File: config.mk
export PLATFORM = sky130hd
export DESIGN_NAME = ptrmx_walk
export DESIGN_NICKNAME = d
export VERILOG_FILES = /design/src/rtl/ptrmx_pkg.sv /design/src/rtl/ptrmx_walk.sv
export SDC_FILE = /design/constraint.sdc
export NUM_CORES = 1
export LEC_CHECK = 0
export BUFFER_PORTS_ARGS = -buffer_cell sky130_fd_sc_hd__buf_2
export CORE_AREA = 8 8 238 172
export CTS_CLUSTER_SIZE = 25
export DETAILED_ROUTE_END_ITERATION = 12
export DIE_AREA = 0 0 246 180
export GPL_ROUTABILITY_DRIVEN = 0
export PLACE_DENSITY = 0.47
export SKIP_LAST_GASP = 1
export SYNTH_ARGS = -nofsm -noshare
export SYNTH_HDL_FRONTEND = slang
export SYNTH_SLANG_ARGS = --single-unit
File: constraint.sdc
create_clock -name clk -period 4.97 [get_ports clk]
set_input_delay 0.2485 -clock clk [delete_from_list [all_inputs] [get_ports clk]]
set_output_delay 0.2485 -clock clk [all_outputs]
set_load 0.01 [all_outputs]
File: src/rtl/ptrmx_pkg.sv
// Shared constants and codes for the persistent trie range max-XOR unit.
package ptrmx_pkg;

	// Default sizing of the trie.
	localparam int MAX_ELEMENTS_DEF = 4096;
	localparam int KEY_BITS_DEF     = 16;

	// Request operation codes.
	localparam logic OP_APPEND = 1'b0;
	localparam logic OP_QUERY  = 1'b1;

	// Result status codes.
	localparam int          STATUS_W  = 2;
	localparam logic [1:0]  ST_OK     = 2'd0;
	localparam logic [1:0]  ST_RANGE  = 2'd1;
	localparam logic [1:0]  ST_FULL   = 2'd2;

endpackage

File: src/rtl/ptrmx_walk.sv
// Sequencer that builds trie versions and walks them one level per cycle.
module ptrmx_walk import ptrmx_pkg::*; #(
	parameter int MAX_ELEMENTS = MAX_ELEMENTS_DEF,
	parameter int KEY_BITS     = KEY_BITS_DEF,
	localparam int POOL_NODES  = MAX_ELEMENTS * (KEY_BITS + 1) + 1,
	localparam int POS_W       = $clog2(MAX_ELEMENTS + 1),
	localparam int NODE_W      = $clog2(POOL_NODES),
	localparam int ENT_W       = POS_W + 2 * NODE_W
) (
	input  logic                clk,
	input  logic                arst_n,
	input  logic                start,
	input  logic                start_op,
	input  logic [KEY_BITS-1:0] start_key,
	input  logic [POS_W-1:0]    start_low,
	input  logic [POS_W-1:0]    start_high,
	output logic                idle,
	output logic                res_valid,
	input  logic                res_ready,
	output logic [KEY_BITS-1:0] res_best,
	output logic [1:0]          res_status,
	output logic                wr_en,
	output logic [NODE_W-1:0]   wr_addr,
	output logic [ENT_W-1:0]    wr_data,
	output logic [NODE_W-1:0]   rd_addr_a,
	output logic [NODE_W-1:0]   rd_addr_b,
	input  logic [ENT_W-1:0]    rd_data_a,
	input  logic [ENT_W-1:0]    rd_data_b
);

	localparam int LVL_W = (KEY_BITS > 1) ? $clog2(KEY_BITS) : 1;

	localparam logic [3:0] S_IDLE  = 4'd0;
	localparam logic [3:0] S_QROOT = 4'd1;
	localparam logic [3:0] S_QREAD = 4'd2;
	localparam logic [3:0] S_QKIDS = 4'd3;
	localparam logic [3:0] S_QWALK = 4'd4;
	localparam logic [3:0] S_AREAD = 4'd5;
	localparam logic [3:0] S_AWALK = 4'd6;
	localparam logic [3:0] S_ALEAF = 4'd7;
	localparam logic [3:0] S_DONE  = 4'd8;

	logic [3:0]          state_q;
	logic [KEY_BITS-1:0] key_q;
	logic [POS_W-1:0]    low_q;
	logic [POS_W-1:0]    high_q;
	logic [POS_W-1:0]    count_q;
	logic [POS_W-1:0]    pos_q;
	logic [NODE_W-1:0]   used_q;
	logic [NODE_W-1:0]   cur_q;
	logic [NODE_W-1:0]   root_q;
	logic [LVL_W-1:0]    level_q;
	logic [KEY_BITS-1:0] best_q;
	logic [1:0]          status_q;

	logic                key_bit;
	logic [ENT_W-1:0]    flip_ent;
	logic [ENT_W-1:0]    same_ent;
	logic                take_flip;
	logic                take_same;
	logic [ENT_W-1:0]    chosen_ent;
	logic [NODE_W-1:0]   fresh_node;
	logic                query_bad;

	// Decision logic for one level of a walk.
	always_comb begin
		key_bit    = key_q[level_q];
		flip_ent   = key_bit ? rd_data_a : rd_data_b;
		same_ent   = key_bit ? rd_data_b : rd_data_a;
		take_flip  = (flip_ent[ENT_W-1:2*NODE_W] >= low_q);
		take_same  = (same_ent[ENT_W-1:2*NODE_W] >= low_q);
		chosen_ent = take_flip ? flip_ent : same_ent;
		fresh_node = cur_q + NODE_W'(1);
		query_bad  = (start_low == '0) || (start_high == '0) ||
			(start_low > start_high) || (start_high > count_q);
	end

	// Memory port drive for each sequencer step.
	always_comb begin
		wr_en     = 1'b0;
		wr_addr   = cur_q;
		wr_data   = '0;
		rd_addr_a = '0;
		rd_addr_b = '0;
		unique case (state_q)
			S_QREAD: begin
				rd_addr_a = root_q;
			end
			S_QKIDS: begin
				rd_addr_a = rd_data_a[NODE_W-1:0];
				rd_addr_b = rd_data_a[2*NODE_W-1:NODE_W];
			end
			S_QWALK: begin
				rd_addr_a = chosen_ent[NODE_W-1:0];
				rd_addr_b = chosen_ent[2*NODE_W-1:NODE_W];
			end
			S_AREAD: begin
				rd_addr_a = (count_q == '0) ? '0 : used_q - NODE_W'(KEY_BITS);
			end
			S_AWALK: begin
				// Copy the old node, replacing the child on the key's side.
				wr_en     = 1'b1;
				wr_data   = {pos_q,
					key_bit ? fresh_node : rd_data_a[2*NODE_W-1:NODE_W],
					key_bit ? rd_data_a[NODE_W-1:0] : fresh_node};
				rd_addr_a = key_bit ? rd_data_a[2*NODE_W-1:NODE_W] : rd_data_a[NODE_W-1:0];
			end
			S_ALEAF: begin
				wr_en   = 1'b1;
				wr_data = {pos_q, {(2*NODE_W){1'b0}}};
			end
			default: begin
			end
		endcase
	end

	// Sequencer and datapath registers.
	always_ff @(posedge clk or negedge arst_n) begin
		if (!arst_n) begin
			state_q  <= S_IDLE;
			count_q  <= '0;
			used_q   <= '0;
			key_q    <= '0;
			low_q    <= '0;
			high_q   <= '0;
			pos_q    <= '0;
			cur_q    <= '0;
			root_q   <= '0;
			level_q  <= '0;
			best_q   <= '0;
			status_q <= ST_OK;
		end else begin
			unique case (state_q)
				S_IDLE: begin
					if (start) begin
						key_q    <= start_key;
						low_q    <= start_low;
						high_q   <= start_high;
						best_q   <= '0;
						status_q <= ST_OK;
						level_q  <= LVL_W'(KEY_BITS - 1);
						if (start_op == OP_APPEND) begin
							if (count_q >= POS_W'(MAX_ELEMENTS)) begin
								status_q <= ST_FULL;
								state_q  <= S_DONE;
							end else begin
								state_q <= S_AREAD;
							end
						end else begin
							if (query_bad) begin
								status_q <= ST_RANGE;
								state_q  <= S_DONE;
							end else begin
								state_q <= S_QROOT;
							end
						end
					end
				end
				S_QROOT: begin
					// Version p starts at node (p - 1) * (KEY_BITS + 1) + 1.
					root_q  <= (NODE_W'(high_q) - NODE_W'(1)) * NODE_W'(KEY_BITS + 1)
						+ NODE_W'(1);
					state_q <= S_QREAD;
				end
				S_QREAD: begin
					state_q <= S_QKIDS;
				end
				S_QKIDS: begin
					state_q <= S_QWALK;
				end
				S_QWALK: begin
					if (take_flip) begin
						best_q[level_q] <= 1'b1;
					end
					if ((!take_flip && !take_same) || level_q == '0) begin
						state_q <= S_DONE;
					end else begin
						level_q <= level_q - LVL_W'(1);
					end
				end
				S_AREAD: begin
					cur_q   <= used_q + NODE_W'(1);
					pos_q   <= count_q + POS_W'(1);
					state_q <= S_AWALK;
				end
				S_AWALK: begin
					cur_q <= fresh_node;
					if (level_q == '0) begin
						state_q <= S_ALEAF;
					end else begin
						level_q <= level_q - LVL_W'(1);
					end
				end
				S_ALEAF: begin
					used_q  <= cur_q;
					count_q <= pos_q;
					state_q <= S_DONE;
				end
				S_DONE: begin
					if (res_ready) begin
						state_q <= S_IDLE;
					end
				end
				default: begin
					state_q <= S_IDLE;
				end
			endcase
		end
	end

	assign idle       = (state_q == S_IDLE);
	assign res_valid  = (state_q == S_DONE);
	assign res_best   = best_q;
	assign res_status = status_q;

`ifndef SYNTHESIS
	// The pool fill always equals one root plus one node per key bit for each stored key.
	a_used_tracks_count: assert property (@(posedge clk) disable iff (!arst_n)
		used_q == NODE_W'(count_q) * NODE_W'(KEY_BITS + 1))
		else $error("node count out of step with element count");

	// A finished append stores exactly one more key.
	a_append_counts: assert property (@(posedge clk) disable iff (!arst_n)
		(state_q == S_ALEAF) |=> (count_q == $past(count_q) + POS_W'(1)))
		else $error("append did not advance the element count");

	// A full rejection is only reported with the store at capacity.
	a_full_only_at_cap: assert property (@(posedge clk) disable iff (!arst_n)
		(res_valid && res_status == ST_FULL) |-> (count_q == POS_W'(MAX_ELEMENTS)))
		else $error("full status with free capacity");

	// Appends never write node zero or past the end of the pool.
	a_write_in_pool: assert property (@(posedge clk) disable iff (!arst_n)
		wr_en |-> (wr_addr != '0 && int'(wr_addr) < POOL_NODES))
		else $error("pool write outside allocated range");
`endif

endmodule

==> flow_summary.toml <==
[run_status]
status = "finished, final reports clean"

[worst_hold_path]
holdCritPathClass = "input port to flop"

[critical_path]
max_stage_delay_ns = 0.54
path_buf_inv = 4
worstSetupPathType = "flop to output port"
worstPathMaxFanout = 21
required_ns = 4.72
setup.worst_path.start_class = "flop"
worstPathArrival_ns = 4.43
critical_path.top_delay_family = "compound AO/OA/AOI/OAI gates"
crit_slowest_cell = "mux4_2"
path_cells = "mux4_2, a22oi_2, nand3_4, buf_4, nand2_1, nand2_1, ha_1, a21o_1, a31oi_1, o41ai_4, buf_4, xnor2_4, nor2_4, buf_12, a221o_1, buf_2"
cp-end-kind = "output port"

[clock_tree]
clk_latency_ns = 0.44
cts_tree = "built"
cts-buffers-inserted = 17
clkTransAtPathRegs_ns = 0.06
cts_sinks = 145
cts_root_buf = "clkbuf_16"
cts_buffer_depth = 2
h-tree-depth = 4

[floorplan]
pin_count = 260
initial_core_util_pct = 29.4
std_cell_rows = 60
fp.dieH_um = 180
die-area_mm2 = 0.0443
core_area_mm2 = 0.0375
die_width_um = 246

[global_route]
grt_antenna_before_repair = 3
grt_start_max_net_pins = 100
grt_pass1_vias = 10600
grt_pass1_wl_um = 66100
grt_overflow = 0
track_usage_pct = 19.1

[routing]
drt-pass1-iter-count = 7
via_count = 10900
drt-total-wl_um = 43100
via_per_inst = 5.24
drc_errors = 0
avgRoutedWirePerCell_um = 20.7
dr.first_iter.drc_count = 1100
final_antenna_net_count = 0

[layout]
final_util_pct = 36.2
nNetsFinal = 1810
areaGrowthSynthToFinish_pct = 23.3
drive_above_1_share_pct = 23.3
final_common_cell = "buf_2"
final_cell_count_no_fill = 2081
regArea_mm2 = 0.00363
fillers = 3879
final_cell_mix = "258 x buf_2, 256 x nand2_1, 144 x dfrtp_1, 99 x ha_1, 94 x nor2_1"
multiInputGateArea_mm2 = 0.00686

[synthesis]
syn_area_mm2 = 0.0110
synth.yosys.seq_area_share_pct = 33.0
ys.warnings.count = 0
avgSynthCellArea_um2 = 8.24
synth_top_flop_cell = "dfrtp_1"
syn_nets = 1575
ys_ff_latch = 145
synth.distinct_cells = 67
syn_inst = 1335
synth-edff-count = 0
synthArstFlopShare_pct = 100

[timing]
finalCritPeriodShare_pct = 94.1
setup_ws_ns = 0.292
fin_crit_ns = 4.68
whs_ns = 0.0198
setup_viol = 0
rsz0062_at_grt = "no"
fin_skew_ns = 0.0126
slew_headroom_pct = 28.9
maxSlewViolCount = 0
max_freq_mhz = 214
finalHoldViolCount = 0
worst_pin_slew_ns = 1.06

[placed_design]
port_buffers = 259
dp.cells = 2031
place.detailed.hpwl_um = 33600
dp_slack_ns = -0.127

[pwr]
total_power_mw = 9.29
leakage_nw = 6.77
power_density_mw_per_mm2 = 685
peakVddDrop_v = 0.000430

[run]
maxCapViolCount = 0
-- metal layers --
metal | up-vias | part of all wire, % | GRT usage, %
met3 | 48 | 5.7 | 3.61
met5 | - | 0.028 | 0
met2 | 317 | 44 | 28.0
met1 | 5295 | 48 | 27.9
met4 | 2 | 1.7 | 5.70
li1 | 5240 | - | -
-- worst paths after layout --
path	startpoint	end	slack, ns	cells after the start
setup / recovery	level_q[0]$_DFFE_PN0P_	rd_addr_a[10]	0.29	16
hold / removal	start_key[10]	key_q[10]$_DFFE_PN0P_	0.02	3
setup reg to reg	high_q[4]$_DFFE_PN0P_	root_q[16]$_DFFE_PN0N_	0.69	15
hold reg to reg	res_status[0]$_DFFE_PN0P_	res_status[0]$_DFFE_PN0P_	0.48	2
max in group asynchronous	arst_n	level_q[0]$_DFFE_PN0P_	3.14	3
min in group asynchronous	arst_n	low_q[5]$_DFFE_PN0P_	0.48	2
-- final cells by class --
cell class | instances | area share, %
Multi-Input combinational cell | 1046 | 50.6
Sequential cell | 145 | 26.8
Timing Repair Buffer | 296 | 11.9
Tap cell | 496 | 4.58
Clock buffer | 18 | 3.17
Inverter | 64 | 1.77
Clock inverter | 14 | 1.13
Antenna cell | 2 | 0.0369
-- per-stage QoR --
stage / instance area (µm²) / TNS [ns]
after floorplan: 11000 / 0
after global placement: 12800 / 0
after detailed placement: 12800 / -1.49
after CTS: 13500 / -0.00523
after global routing: 13600 / 0
final: 13600 / 0
-- kinds of logic after synthesis --
logic type                 Yosys count  share of synthesized area (%)
and+or+nand+nor                    538                           21.9
AOI/OAI and AO/OA                  293                           18.1
DFF                                145                           33.0
buffers and inverters              144                           5.21
adders and majority gates           99                           11.3
xor gates and xnor gates            80                           6.44
muxes                               36                           4.07
-- registers in the layout, indices dropped and copies added (netlist names) --
signal,cells
root_q,17
high_q,13
res_status,2
pos_q,13
low_q,13
state_q,4
res_best,16
key_q,16
level_q,4
wr_addr,17
count_q,13
used_q,17
-- cell usage after synthesis, types with 4 or more instances --
library cell | count | area share [%]
nor3_1 | 16 | 0.73
buf_1 | 9 | 0.31
inv_1 | 64 | 2.2
a22oi_1 | 4 | 0.27
a21o_1 | 9 | 0.61
nor2b_1 | 9 | 0.51
a22o_1 | 21 | 1.7
a211oi_1 | 33 | 2.3
o2111ai_1 | 6 | 0.48
xor2_1 | 31 | 2.5
o31ai_1 | 5 | 0.34
mux2_2 | 30 | 3.1
nand3_1 | 83 | 3.8
o21ai_0 | 81 | 3.7
and3_1 | 29 | 1.6
a31o_1 | 4 | 0.32
nor2_1 | 94 | 3.2
nor4_1 | 12 | 0.68
nand2_1 | 256 | 8.7
dfrtp_1 | 145 | 33
clkbuf_1 | 52 | 1.8
xnor2_1 | 48 | 3.8
a31oi_1 | 27 | 1.5
mux4_2 | 4 | 0.82
o22ai_1 | 7 | 0.40
a21oi_1 | 44 | 2.0
buf_2 | 17 | 0.77
nand4_1 | 13 | 0.74
a222oi_1 | 17 | 1.5
ha_1 | 99 | 11
nand2b_1 | 4 | 0.23
and4_1 | 4 | 0.32
-- repair_timing --
action	in CTS	in global routing
buffers inserted	2	3
resized for setup	5	4
endpoints found under the setup margin	34	35
hold endpoints to repair	36	0
cloned	0	0
hold buffers	11	0
pin swaps	2	2
-- power breakdown --
| part | internal [mW] | switching, mW | leakage (nW) |
|---|---|---|---|
| logic | 2.31 | 3.62 | 4.62 |
| registers | 1.56 | 0.482 | 1.86 |
| clock network | 0.749 | 0.570 | 0.292 |
| total | 4.62 | 4.67 | 6.77 |
-- tightest hold or removal path, cell delays in order --
cell	delay, ns
buf_2	0.08
nand2_1	0.04
nand2_1	0.05
(Power assumes the default switching activity.)
